===== src/hdl/ctsr_pkg.sv =====
`timescale 1ns / 1ps
`default_nettype none

package ctsr_pkg;

  // Fixed-point layout
  localparam int unsigned FRAC_BITS = 23;
  localparam int unsigned WGT_FRAC  = 24;
  localparam int unsigned DIV_STEPS = 24;
  localparam int unsigned QUEUE_DEPTH = 2;

  localparam logic [23:0] ONE_FX     = 24'(64'd1 << FRAC_BITS);
  localparam logic [39:0] WEIGHT_ONE = 40'(64'd1 << WGT_FRAC);
  localparam logic [39:0] ACC_MAX    = {40{1'b1}};
  localparam logic [38:0] ERR_MAX    = {39{1'b1}};
  // Starting remainder for ONE^2 / den, top bits of the dividend
  localparam logic [42:0] POW_R0     = 43'(64'd1 << (2 * FRAC_BITS - DIV_STEPS));

  // Configuration register indexes
  typedef enum logic [2:0] {
    CFG_DAMPING = 3'd0,
    CFG_GAIN    = 3'd1,
    CFG_RATE    = 3'd2,
    CFG_IHW     = 3'd3,
    CFG_CENTER  = 3'd4
  } cfg_idx_e;

  typedef struct packed {
    logic [23:0] damping;
    logic [23:0] gain;
    logic [15:0] rate;
    logic [23:0] ihw;
    logic [15:0] center;
  } cfg_t;

  // One word handed from the front end to the back end
  typedef struct packed {
    logic [39:0] avg;
    logic [39:0] wgt;
    logic [23:0] t_old;
    logic [15:0] idx;
    logic        last;
  } entry_t;

endpackage

`default_nettype wire


===== src/hdl/ctsr_front.sv =====
`timescale 1ns / 1ps
`default_nettype none

module ctsr_front import ctsr_pkg::*; (
  input  wire logic        clk_i,
  input  wire logic        rst_ni,
  input  wire logic        in_valid_i,
  output logic             in_stall_o,
  input  wire logic [23:0] old_power_i,
  input  wire logic [23:0] old_temperature_i,
  input  wire logic [15:0] point_index_i,
  input  wire logic        last_point_i,
  input  wire logic [23:0] damping_i,
  input  wire logic        full_i,
  output logic             push_o,
  output entry_t           entry_o
);

  typedef enum logic [5:0] {
    F_IDLE = 6'b000001,
    F_AL   = 6'b000010,
    F_AH   = 6'b000100,
    F_WL   = 6'b001000,
    F_WH   = 6'b010000,
    F_PUSH = 6'b100000
  } fstate_e;

  fstate_e     state_q, state_d;
  logic [39:0] avg_q, avg_d, wgt_q, wgt_d;
  logic [23:0] p_old_q, t_old_q;
  logic [15:0] idx_q;
  logic        last_q;
  logic [43:0] pp_q;
  logic [19:0] mul_b;
  logic [43:0] mul_p;
  logic [63:0] full_p;
  logic [39:0] scaled;
  logic [40:0] avg_sum, wgt_sum;
  logic        accept;

  assign in_stall_o = (state_q != F_IDLE);
  assign accept     = in_valid_i && !in_stall_o;
  assign push_o     = (state_q == F_PUSH) && !full_i;
  assign entry_o    = '{avg: avg_q, wgt: wgt_q, t_old: t_old_q, idx: idx_q, last: last_q};

  // Shared 24x20 multiplier: low half then high half of each accumulator
  always_comb begin
    case (state_q)
      F_AL:    mul_b = avg_q[19:0];
      F_AH:    mul_b = avg_q[39:20];
      F_WL:    mul_b = wgt_q[19:0];
      F_WH:    mul_b = wgt_q[39:20];
      default: mul_b = '0;
    endcase
  end

  assign mul_p   = 44'(damping_i) * 44'(mul_b);
  assign full_p  = {mul_p, 20'd0} + 64'(pp_q);
  assign scaled  = full_p[63:24];
  assign avg_sum = 41'(scaled) + 41'(p_old_q);
  assign wgt_sum = 41'(scaled) + 41'(WEIGHT_ONE);

  // Sequencer and accumulator update
  always_comb begin
    state_d = state_q;
    avg_d   = avg_q;
    wgt_d   = wgt_q;
    case (state_q)
      F_IDLE: if (accept) state_d = F_AL;
      F_AL:   state_d = F_AH;
      F_AH: begin
        avg_d   = avg_sum[40] ? ACC_MAX : avg_sum[39:0];
        state_d = F_WL;
      end
      F_WL:   state_d = F_WH;
      F_WH: begin
        wgt_d   = wgt_sum[40] ? ACC_MAX : wgt_sum[39:0];
        state_d = F_PUSH;
      end
      F_PUSH: begin
        if (!full_i) begin
          state_d = F_IDLE;
          if (last_q) begin
            avg_d = '0;
            wgt_d = WEIGHT_ONE;
          end
        end
      end
      default: state_d = F_IDLE;
    endcase
  end

  always_ff @(posedge clk_i or negedge rst_ni) begin
    if (!rst_ni) begin
      state_q <= F_IDLE;
      avg_q   <= '0;
      wgt_q   <= WEIGHT_ONE;
    end else begin
      state_q <= state_d;
      avg_q   <= avg_d;
      wgt_q   <= wgt_d;
    end
  end

  // Captured word and partial product
  always_ff @(posedge clk_i) begin
    if (accept) begin
      p_old_q <= old_power_i;
      t_old_q <= old_temperature_i;
      idx_q   <= point_index_i;
      last_q  <= last_point_i;
    end
    if (state_q == F_AL || state_q == F_WL) begin
      pp_q <= mul_p;
    end else if (state_q == F_IDLE) begin
      pp_q <= '0;
    end
  end

  // Weight never falls below one
  a_wgt_floor: assert property (@(posedge clk_i) disable iff (!rst_ni)
    wgt_q >= WEIGHT_ONE) else $error("weight accumulator below one");

endmodule

`default_nettype wire


===== config.mk =====
export PLATFORM = sky130hd
export DESIGN_NAME = ctsr_front
export DESIGN_NICKNAME = d
export VERILOG_FILES = /design/src/hdl/ctsr_pkg.sv /design/src/hdl/ctsr_front.sv
export SDC_FILE = /design/constraint.sdc
export NUM_CORES = 2
export LEC_CHECK = 0
export ABC_AREA = 0
export BUFFER_PORTS_ARGS = -buffer_cell sky130_fd_sc_hd__buf_2
export CORE_MARGIN = 1
export CORE_UTILIZATION = 65
export CTS_BUF_LIST = sky130_fd_sc_hd__clkbuf_8 sky130_fd_sc_hd__clkbuf_16
export DETAILED_ROUTE_END_ITERATION = 10
export GPL_TIMING_DRIVEN = 0
export HOLD_SLACK_MARGIN = 0.15
export PLACE_DENSITY = 0.86
export SETUP_SLACK_MARGIN = 0.15
export SYNTH_ARGS = -nofsm -noshare
export SYNTH_HDL_FRONTEND = slang
export SYNTH_SLANG_ARGS = --single-unit

===== constraint.sdc =====
create_clock -name clk_i -period 34.2 [get_ports clk_i]
set_input_delay 5.13 -clock clk_i [delete_from_list [all_inputs] [get_ports clk_i]]
set_output_delay 5.13 -clock clk_i [all_outputs]
set_load 0.05 [all_outputs]

==> metrics.csv <==
metric,value,unit
status,finished clean,
Seq cells post-synth,175,
Tot GR Track Use,42.2,%
Post-Synthesis Cells,2894,
Vias,22800,
first-pass GRT wire length,130,mm
path type of the worst min-delay path,reg -> reg,
GRT overflow,0,
Die X,203,um
RSZ-0062 raised after global routing,false,
hold buffers post-CTS,0,
Post-synth EDFFs,89,
dominant synthesized flop cell,edfxtp_1,
clock tree sinks,175,
Syn Area/Cell,9.07,um2
fin. max-slew vios,0,
Pre-antenna DRT Iters,9,
hold path depth,1,
Least-Margin Pin Slew,1.10,ns
fraction of layout cells with a size suffix above 1,8.81,%
"Clk pin slew, worst setup/hold paths",0.08,ns
register area share after synthesis,18.4,%
routed length per instance,23.3,um
async set or reset register ratio after synthesis,49.1,%
Post-Syn Area,0.0263,mm2
Setup Skew,0.0116,ns
CP Launch Type,primary input,
most frequent cells in the layout,"inv_1, fa_1, nand2_1",
"most common cell after layout, fill and taps aside",inv_1,
FF-to-FF path depth,47,
crit-path max FO,10,
Yosys cell types,73,
Post-Syn Nets,3588,
max_slew headroom,26.2,%
Die Area,0.0412,mm2
Crit path required time,34.49,ns
ANT nets after route,0,
HPWL Detailed,69.8,mm
post-DR vias/cell,6.25,
CTS buffer count,17,
Achievable Freq,0.0618,GHz
"Largest stage delay, worst path",0.59,ns
Setup CP Type,in -> reg,
final core occ,71.7,%
Fill cells,3041,
maxcap violations,0,
clock buffer depth,2,
P&R area growth vs syn,8.78,%
Worst path slowest cell,xnor2_1,
CTS tree,done,
crit share post-route,47.3,%
Post-Route Setup TNS,0,ns
Hold Fails Final Rpt,0,
DRT iter0 DRCs,2438,
DRC violation count after routing,0,
Worst Setup End Kind,flop,
Die H,203,um
IO buf count,192,
starting density of the core,65.9,%
num rows,73,
fin crit period,16.19,ns
core area,0.0398,mm2
CTS root buf,clkbuf_16,
Synthesis Warnings,0,
"Net count, final",3801,
Setup Viol. Count Final,0,
Arrival @ worst endpoint,16.48,ns
routability congestion estimate,1.03,
Ports,216,
routed wire length,84.9,mm
PostCTS Resize Cnt,0,
most frequent CP cell,fa_1,
vias in the first global route,23400,
H-tree depth,4,
largest net degree at the start of global routing,57,
initial antenna violation count,7,
number of setup buffers added after CTS,0,
clk_lat worst skew,0.45,ns
==> metal layers <==
| layer | vias up | share of wire [%] | track usage [%] |
|---|---|---|---|
| li1 | 9765 | - | - |
| met1 | 11200 | 37 | 53.7 |
| met2 | 1450 | 46 | 66.6 |
| met3 | 335 | 11 | 11.0 |
| met4 | 6 | 5.8 | 21.5 |
| met5 | - | 0.041 | 0 |
==> metrics by stage <==
step	setup slack [ns]	instances	hold WS (ns)	area [um2]
6_report	18.01	3648	0.582	28600
5_1_grt	17.71	3645	0.600	28600
4_1_cts	18.34	3645	0.566	28600
3_5_place_dp	17.93	3613	0.542	27900
3_3_place_gp	18.22	3611	0.550	27900
2_1_floorplan	20.06	2894	0.578	26300
==> synth_stat cells (13+ instances only) <==
cell	count	area, um2
inv_1	469	1760
fa_1	393	7870
nand2_1	341	1280
and2_1	250	1560
ha_1	208	2600
a21oi_1	185	926
clkbuf_1	135	507
nor2_1	101	379
edfxtp_1	89	2670
dfrtp_1	84	2100
xnor2_1	73	639
o21ai_0	70	350
a31oi_1	54	338
xor2_1	47	412
a21o_1	40	300
a22oi_1	39	293
nand3_1	38	190
nor3_1	23	115
nand4_1	22	138
nor2b_1	18	113
o21a_1	18	135
and3_1	15	93.8
buf_2	13	65.1
nand2b_1	13	81.3
==> worst paths after layout <==
kind                                   start         to  slack, ns
min in group asynchronous             rst_ni  avg_q[15]       4.61
worst max register to register    state_q[1]  avg_q[19]      20.01
worst max-delay path            damping_i[8]  avg_q[19]      18.01
worst min register to register     avg_q[21]  avg_q[21]       0.58
max in group asynchronous             rst_ni  wgt_q[24]      28.90
worst min-delay path               avg_q[21]  avg_q[21]       0.58
==> worst max-delay path, delay by kind of cell <==
family | cells | cell delay [ns]
AO/OA/AOI/OAI | 11 | 2.92
buffers and inverters | 8 | 1.30
adder cells (fa/ha/maj) | 10 | 4.53
XOR/XNOR | 2 | 0.80
AND/OR/NAND/NOR | 9 | 1.76
==> final cells by class <==
class / count / area, um2 / share of cell area, %
inverters: 469 / 1760 / 6.16
plain buffers: 150 / 583 / 2.04
well taps: 525 / 657 / 2.30
multi-input cells: 2100 / 19100 / 66.9
diodes: 3 / 7.51 / 0.0263
clock inverters: 15 / 191 / 0.670
flip-flops and latches: 175 / 4830 / 16.9
repair buffers: 194 / 1010 / 3.54
clock buffers: 17 / 425 / 1.49
==> flip-flops by register name, indices dropped and copies added, names as in the netlist <==
name / cells
idx_q: 16
wgt_q: 40
state_q: 6
p_old_q: 24
pp_q: 24
t_old_q: 24
last_q: 1
avg_q: 40
==> kinds of logic after synthesis <==
kind of cell	after synthesis	synth area share [%]
AND/OR/NAND/NOR	882	17.0
buffers and inverters	619	8.92
adder cells (fa/ha/maj)	601	39.9
AO/OA/AOI/OAI	494	11.7
flip-flops	175	18.4
XOR/XNOR	120	4.00
multiplexers	3	0.119
Power is left out: the tool's default activity adds up to more than one toggle a clock period on the data nets, which glitch-free logic cannot reach.
