## config.mk

```make
export PLATFORM = sky130hd
export DESIGN_NAME = ctsr_queue
export DESIGN_NICKNAME = d
export VERILOG_FILES = /design/src/hdl/ctsr_pkg.sv /design/src/hdl/ctsr_queue.sv
export SDC_FILE = /design/constraint.sdc
export NUM_CORES = 1
export LEC_CHECK = 0
export BUFFER_PORTS_ARGS = -buffer_cell sky130_fd_sc_hd__clkbuf_2
export CORE_UTILIZATION = 52
export DETAILED_ROUTE_END_ITERATION = 6
export PLACE_DENSITY = 0.86
export SLEW_MARGIN = 30
export SYNTH_ARGS = -nofsm -noshare
export SYNTH_HDL_FRONTEND = slang
export SYNTH_SLANG_ARGS = --single-unit
```

## constraint.sdc

```tcl
create_clock -name clk_i -period 7.4 [get_ports clk_i]
set_input_delay 1.11 -clock clk_i [delete_from_list [all_inputs] [get_ports clk_i]]
set_output_delay 1.11 -clock clk_i [all_outputs]
set_load 0.005 [all_outputs]
```

## src/hdl/ctsr_pkg.sv

```systemverilog
`timescale 1ns / 1ps
`default_nettype none

package ctsr_pkg;

  // Fixed-point layout
  localparam int unsigned FRAC_BITS = 23;
  localparam int unsigned WGT_FRAC  = 24;
  localparam int unsigned DIV_STEPS = 24;
  localparam int unsigned QUEUE_DEPTH = 2;

  localparam logic [23:0] ONE_FX     = 24'(64'd1 << FRAC_BITS);
  localparam logic [39:0] WEIGHT_ONE = 40'(64'd1 << WGT_FRAC);
  localparam logic [39:0] ACC_MAX    = {40{1'b1}};
  localparam logic [38:0] ERR_MAX    = {39{1'b1}};
  // Starting remainder for ONE^2 / den, top bits of the dividend
  localparam logic [42:0] POW_R0     = 43'(64'd1 << (2 * FRAC_BITS - DIV_STEPS));

  // Configuration register indexes
  typedef enum logic [2:0] {
    CFG_DAMPING = 3'd0,
    CFG_GAIN    = 3'd1,
    CFG_RATE    = 3'd2,
    CFG_IHW     = 3'd3,
    CFG_CENTER  = 3'd4
  } cfg_idx_e;

  typedef struct packed {
    logic [23:0] damping;
    logic [23:0] gain;
    logic [15:0] rate;
    logic [23:0] ihw;
    logic [15:0] center;
  } cfg_t;

  // One word handed from the front end to the back end
  typedef struct packed {
    logic [39:0] avg;
    logic [39:0] wgt;
    logic [23:0] t_old;
    logic [15:0] idx;
    logic        last;
  } entry_t;

endpackage

`default_nettype wire

```

## src/hdl/ctsr_queue.sv

```systemverilog
`timescale 1ns / 1ps
`default_nettype none

module ctsr_queue import ctsr_pkg::*; (
  input  wire logic   clk_i,
  input  wire logic   rst_ni,
  input  wire logic   push_i,
  input  entry_t      wdata_i,
  input  wire logic   pop_i,
  output entry_t      rdata_o,
  output logic        full_o,
  output logic        empty_o
);

  localparam int unsigned PTR_W = (QUEUE_DEPTH > 1) ? $clog2(QUEUE_DEPTH) : 1;
  localparam int unsigned CNT_W = $clog2(QUEUE_DEPTH + 1);
  localparam logic [PTR_W-1:0] LAST_PTR = PTR_W'(QUEUE_DEPTH - 1);
  localparam logic [CNT_W-1:0] FULL_CNT = CNT_W'(QUEUE_DEPTH);

  entry_t           mem_q [QUEUE_DEPTH];
  logic [PTR_W-1:0] wr_ptr_q, rd_ptr_q;
  logic [CNT_W-1:0] count_q;

  assign full_o  = (count_q == FULL_CNT);
  assign empty_o = (count_q == '0);
  assign rdata_o = mem_q[rd_ptr_q];

  always_ff @(posedge clk_i or negedge rst_ni) begin
    if (!rst_ni) begin
      wr_ptr_q <= '0;
      rd_ptr_q <= '0;
      count_q  <= '0;
    end else begin
      if (push_i) wr_ptr_q <= (wr_ptr_q == LAST_PTR) ? '0 : wr_ptr_q + 1'b1;
      if (pop_i)  rd_ptr_q <= (rd_ptr_q == LAST_PTR) ? '0 : rd_ptr_q + 1'b1;
      if (push_i && !pop_i)      count_q <= count_q + 1'b1;
      else if (pop_i && !push_i) count_q <= count_q - 1'b1;
    end
  end

  always_ff @(posedge clk_i) begin
    if (push_i) mem_q[wr_ptr_q] <= wdata_i;
  end

  a_no_overrun: assert property (@(posedge clk_i) disable iff (!rst_ni)
    !(push_i && full_o) && !(pop_i && empty_o)) else $error("queue over or underrun");

endmodule

`default_nettype wire

```

==> qor.yml, run 1 <==
final-instance-count-excl-fill: 899
drt_first_pass_iters: 4
cap_violations: 0
r2r_start: "wr_ptr_q"
drtIter0Drc: 257
fin_crit_ns: 3.802
p_leak_nw: 4.630
netlist.area_leader.share_pct: 78.54
dieArea_sq_um: 18330
min_period_over_period_pct: 51.38
power_frac_comb_pct: 27.4
multi_input_area_sq_um: 1755
port_buffers: 247
status: "complete, no violations"
ys_types: 14
grt_max_degree: 91
finalCoreUtilization_pct: 66.26
rr_worst_depth: 2
dieWidth_um: 135.4
critPathMaxFanout: 54
p_switching_mw: 1.123
peakVddDrop_uv: 242.0
p_sw_share_pct: 25.81
h-tree-depth: 1
grt_pass1_vias: 4824
drc_errors: 0
pwr-share-clk_pct: 27.3
clock_skew_ns: 0.003586
gr-usage-all-layers_pct: 17.96
yosys.area_share.adder_pct: 0.1352
r2r-end: "mem_q[0][11]"
yosys.area_share.simple_pct: 0.2840
required_ns: 6.29
num-fill-cells: 1163
antenna_found_initial: 0
synth_fp_nets: 519
synth_top_area_cell: "edfxtp_1"
numClockSinks: 246
finalSetupTns_ns: 0
synth_compound_gate_area_share_pct: 0
synth_area_leaders: "edfxtp_1, mux2_4, mux2_2, buf_6, dfrtp_1"
max_freq_mhz: 263.0
synth_top_family_by_area: "multiplexers"
p_int_mw: 3.227
ff_latch_area_sq_um: 7371
grt_pass1_wl_um: 24990
yosys.area_share.xor_xnor_pct: 0.4733
ys_warn_count: 0
setup_violations: 0
antenna_left: 0
slew_headroom_pct: 40.57
io_pins: 248
clockRootBuffer: "clkbuf_16"
die_height_um: 135.4
synth-seq-cells: 246
critical_path_class: "reg -> out"
crit_chain: "buf_4, mux2_2, clkbuf_2"
diodes: 0
dpl.hpwl_um: 11240
clk_path_buf_depth: 3
drt-total-wl_um: 16920
postCtsSetupBuffers: 0
clk_pin_slew_ns: 0.06
p_per_area_nw_per_um2: 378.2
rrSetupSlack_ns: 5.33
synthMuxAreaShare_pct: 17.97
worst_path_largest_cell_delay_ns: 0.82
share_seq_of_total_power_pct: 45.3
syn_inst: 393
fin_area_sq_um: 11500
cts-buffers-inserted: 25
num_rows: 48
cp-end-kind: "output port"
dpl.cell_count: 855
start_kind: "flop"
synth_area_sq_um: 9253
place.gp.congestion: 0.7138
cts_hold_buf: 0
drive_above_1_share_pct: 60.39
global_route.overflow_total: 0
worstPathArrival_ns: 2.69
area_growth_pct: 24.30
slew_viol_final: 0
cts_tree: "done"
num_vias: 4537
clkLatencyLatePin_ns: 0.50
hold_viol: 0
rsz0062_at_grt: "no"
ctsResizeCount: 0
wire_per_inst_um: 18.82
postPlaceCellArea_sq_um: 10700
yosysSeqAreaShare_pct: 79.62
critPathSlowestCell: "dfrtp_4"
hp-class: "in -> async"
avgSynthCellArea_sq_um: 23.54
layout.nets: 784
initial_core_util_pct: 53.31
via_per_inst: 5.047
total_power_mw: 4.350
worst-slew-pin-transition_ns: 0.8915
core_sq_um: 17360
==> power by group through the flow <==
stage	clock, mW	combinational (mW)	sequential [mW]
3_5_place_dp	0	1.20	2.01
2_1_floorplan	0	0.830	1.97
5_1_grt	1.27	1.28	2.00
3_3_place_gp	0	1.12	2.03
6_report	1.19	1.19	1.97
4_1_cts	1.22	1.20	1.98
==> cells by family (layout without fill, tap and decap cells) <==
kind of cell	count (synthesis)	in the layout
xor+xnor	5	5
fa+ha+maj	1	1
buf+inv	15	296
mux	121	121
simple gates	5	5
flops	246	246
==> cells in the mapped netlist <==
library cell	number
edfxtp_1	242
mux2_4	80
buf_2	4
inv_1	1
xor2_1	4
buf_6	9
and2_1	1
nor2_1	2
dfrtp_1	4
xnor2_1	1
buf_8	1
mux2_2	41
nor2b_1	2
ha_1	1
==> sequential cells by signal, summed over array words and instances (netlist names) <==
register / flops
count_q: 2
mem_q: 242
rd_ptr_q: 1
wr_ptr_q: 1
==> layout by cell type, fill, tap and decap left out <==
cell and count:
dfrtp_4 1, nor2_1 2, bufinv_16 3, mux2_2 41, mux2_4 80, buf_16 1
buf_4 1, edfxtp_1 242, ha_1 1, buf_6 2, clkbuf_1 5, clkbuf_16 25
xnor2_1 1, clkbuf_2 247, and2_4 1, buf_12 1, xor2_1 4, nor2b_4 1
nor2b_1 1, dfrtp_1 3, clkinv_2 3, clkinv_1 7, inv_1 1
==> critical path: cells and delay by family (launching register included) <==
kind,cells,cell delay [ns]
muxes,1,0.42
DFF,1,0.82
buffers and inverters,2,0.90
==> per-stage QoR <==
stage	hold WS, ns	setup WS, ns
final	0.4185	3.598
after global routing	0.4019	3.463
after CTS	0.3974	3.528
after detailed placement	0.4913	4.013
after global placement	0.4761	3.701
after floorplan	0.4555	0.4239
==> layer usage <==
layer / up-vias / GRT usage (%) / share of wire, %
met2: 200 / 31.05 / 50
met1: 2213 / 22.31 / 40
met3: 27 / 4.789 / 8.0
met4: 0 / 4.869 / 1.8
li1: 2097 / - / -
met5: - / 0 / 0
==> worst max-delay path by stage <==
stage | from | endpoint | slack [ns] | depth (start not counted)
2_1_floorplan | push_i | mem_q[0][0] | 0.42 | 1
3_3_place_gp | rd_ptr_q | rdata_o[101] | 3.70 | 3
3_5_place_dp | push_i | mem_q[0][109] | 4.01 | 3
4_1_cts | rd_ptr_q | rdata_o[113] | 3.53 | 3
5_1_grt | rd_ptr_q | rdata_o[100] | 3.46 | 3
6_report | rd_ptr_q | rdata_o[113] | 3.60 | 3
==> cell type report <==
class,count,share of cell area (%)
Sequential cell,246,64.09
Multi-Input combinational cell,132,15.26
Timing Repair Buffer,252,11.42
Clock buffer,30,5.603
Tap cell,225,2.448
Clock inverter,13,1.142
Inverter,1,0.03264
Note: power is estimated with default switching activity, not from simulation.
==> inputs of run 2 (changes only) <==
==> constraint.sdc (replaced) <==
create_clock -name clk_i -period 3.85 [get_ports clk_i]
set_input_delay 0.5775 -clock clk_i [delete_from_list [all_inputs] [get_ports clk_i]]
set_output_delay 0.5775 -clock clk_i [all_outputs]
set_load 0.005 [all_outputs]
==> run 2 against run 1 <==
  * First-iteration DRC count is 8.9% lower
  * Core utilization is 0.19 points lower
  * Clock power is 85% higher
  * Critical path type unchanged
  * Largest cell class unchanged
  * Largest power group unchanged
==> qor.yml, run 2 (synthesis gave the netlist of run 1 again) <==
status: "complete, no violations"
place.gp.congestion: 0.7150
postPlaceCellArea_sq_um: 10700
rsz0062_at_grt: "no"
hold_ws_ns: 0.2632
clockRootBuffer: "clkbuf_16"
clk_path_buf_depth: 3
wire_per_inst_um: 18.24
clkLatencyLatePin_ns: 0.50
required_ns: 3.27
worstPathArrival_ns: 2.12
die_height_um: 135.4
finalSetupTns_ns: 0
worst-slew-pin-transition_ns: 0.8751
critical_path_class: "reg -> out"
antenna_found_initial: 0
fin_area_sq_um: 11470
cts_tree: "done"
dpl.hpwl_um: 10800
drt_first_pass_iters: 4
fin_crit_ns: 2.697
drt-total-wl_um: 16440
max_freq_mhz: 370.8
drtIter0Drc: 234
min_period_over_period_pct: 70.06
start_kind: "flop"
grt_max_degree: 123
diodes: 0
pwr-share-clk_pct: 26.7
critPathMaxFanout: 122
setup_violations: 0
grt_use_met2_pct: 30.68
met1_usage_pct: 20.76
top_regs: "mem_q x242, count_q x2"
via_per_inst: 5.057
drc_errors: 0
clk_pin_slew_ns: 0.06
power_frac_comb_pct: 28.5
port_buffers: 247
initial_core_util_pct: 53.31
regMostFlops: "mem_q"
dieWidth_um: 135.4
num_vias: 4556
gr-usage-met3_pct: 4.527
top_usage_layer: "met2"
numClockSinks: 246
clock_skew_ns: 0.004973
cp-end-kind: "output port"
grt_pass1_wl_um: 24100
num_rows: 48
p_switching_mw: 2.171
layout.nets: 784
peakVddDrop_uv: 700.7
core_sq_um: 17360
slew_headroom_pct: 41.66
dieArea_sq_um: 18330
hp-class: "in -> reg"
num-fill-cells: 1139
p_sw_share_pct: 26.31
gr-usage-all-layers_pct: 17.36
global_route.overflow_total: 0
grt_pass1_vias: 4648
p_int_mw: 6.082
h-tree-depth: 1
p_per_area_nw_per_um2: 719.6
share_seq_of_total_power_pct: 44.8
cap_violations: 0
p_leak_nw: 4.614
drive_above_1_share_pct: 60.65
hold_viol: 0
largest_reg_flops: 242
ctsResizeCount: 0
slew_viol_final: 0
area_growth_pct: 23.95
mostFrequentLayoutCell: "clkbuf_2"
cts-buffers-inserted: 25
antenna_left: 0
final_cell_mix: "clkbuf_2, edfxtp_1, mux2_4"
io_pins: 248
-- run 2: cell count changes in the layout (fill, tap and decap cells not counted), sizes merged --
cell,previous run,this run
clkinvlp,0,1
dlygate4sd3,0,1
inv,1,3
buf,5,4
clkinv,10,11
bufinv,3,1
-- run 2: power groups by stage --
stage / clock (mW) / combinational, mW / sequential, mW
after CTS: 2.26 / 2.39 / 3.71
after detailed placement: 0 / 2.38 / 3.76
after floorplan: 0 / 1.60 / 3.74
final: 2.20 / 2.35 / 3.70
after global placement: 0 / 2.32 / 3.72
after global routing: 2.36 / 2.53 / 3.74
-- run 2: cell type report --
type                            count  area (sq um)  area share (%)
Sequential cell                   246          7371           64.27
Multi-Input combinational cell    132          1755           15.31
Timing Repair Buffer              252          1301           11.35
Clock buffer                       30         644.4           5.619
Tap cell                          225         281.5           2.455
Clock inverter                     15         111.4          0.9710
Inverter                            1         3.754         0.03273
-- run 2: worst paths after layout --
kind,slack [ns],startpoint,cells past startpoint,end
min in group asynchronous,0.42,rst_ni,2,count_q[0]
min reg2reg,0.49,count_q[1],1,count_q[1]
max reg2reg,1.92,wr_ptr_q,2,mem_q[1][29]
max in group asynchronous,3.28,rst_ni,2,rd_ptr_q
max,1.15,rd_ptr_q,3,rdata_o[115]
min,0.26,wdata_i[118],1,mem_q[0][118]
-- run 2: worst max-delay path: stages (launching register included) --
cell      delay, ns
dfrtp_4        0.42
buf_12         0.61
mux2_2         0.42
clkbuf_2       0.12
-- run 2: routing by layer --
metal  vias up  wire [um]
met5         -          0
met4         0        369
met3        31       1178
met2       199       8456
met1      2230       6432
li1       2096          -
-- run 2: repair_timing --
action / in CTS / in global routing
hold buffers: 1 / 0
endpoints found under the hold margin: 4 / 0
setup buffers: 0 / 0
-- run 2: through the flow --
stage	total power [mW]	cells	setup WS, ns	util (%)
global placement	6.039	855	1.648	61.66
CTS	8.363	901	1.105	66.08
finish	8.253	901	1.153	66.08
detailed placement	6.142	855	1.596	61.66
global route	8.628	901	1.054	66.08
floorplan	5.340	393	0.01534	-
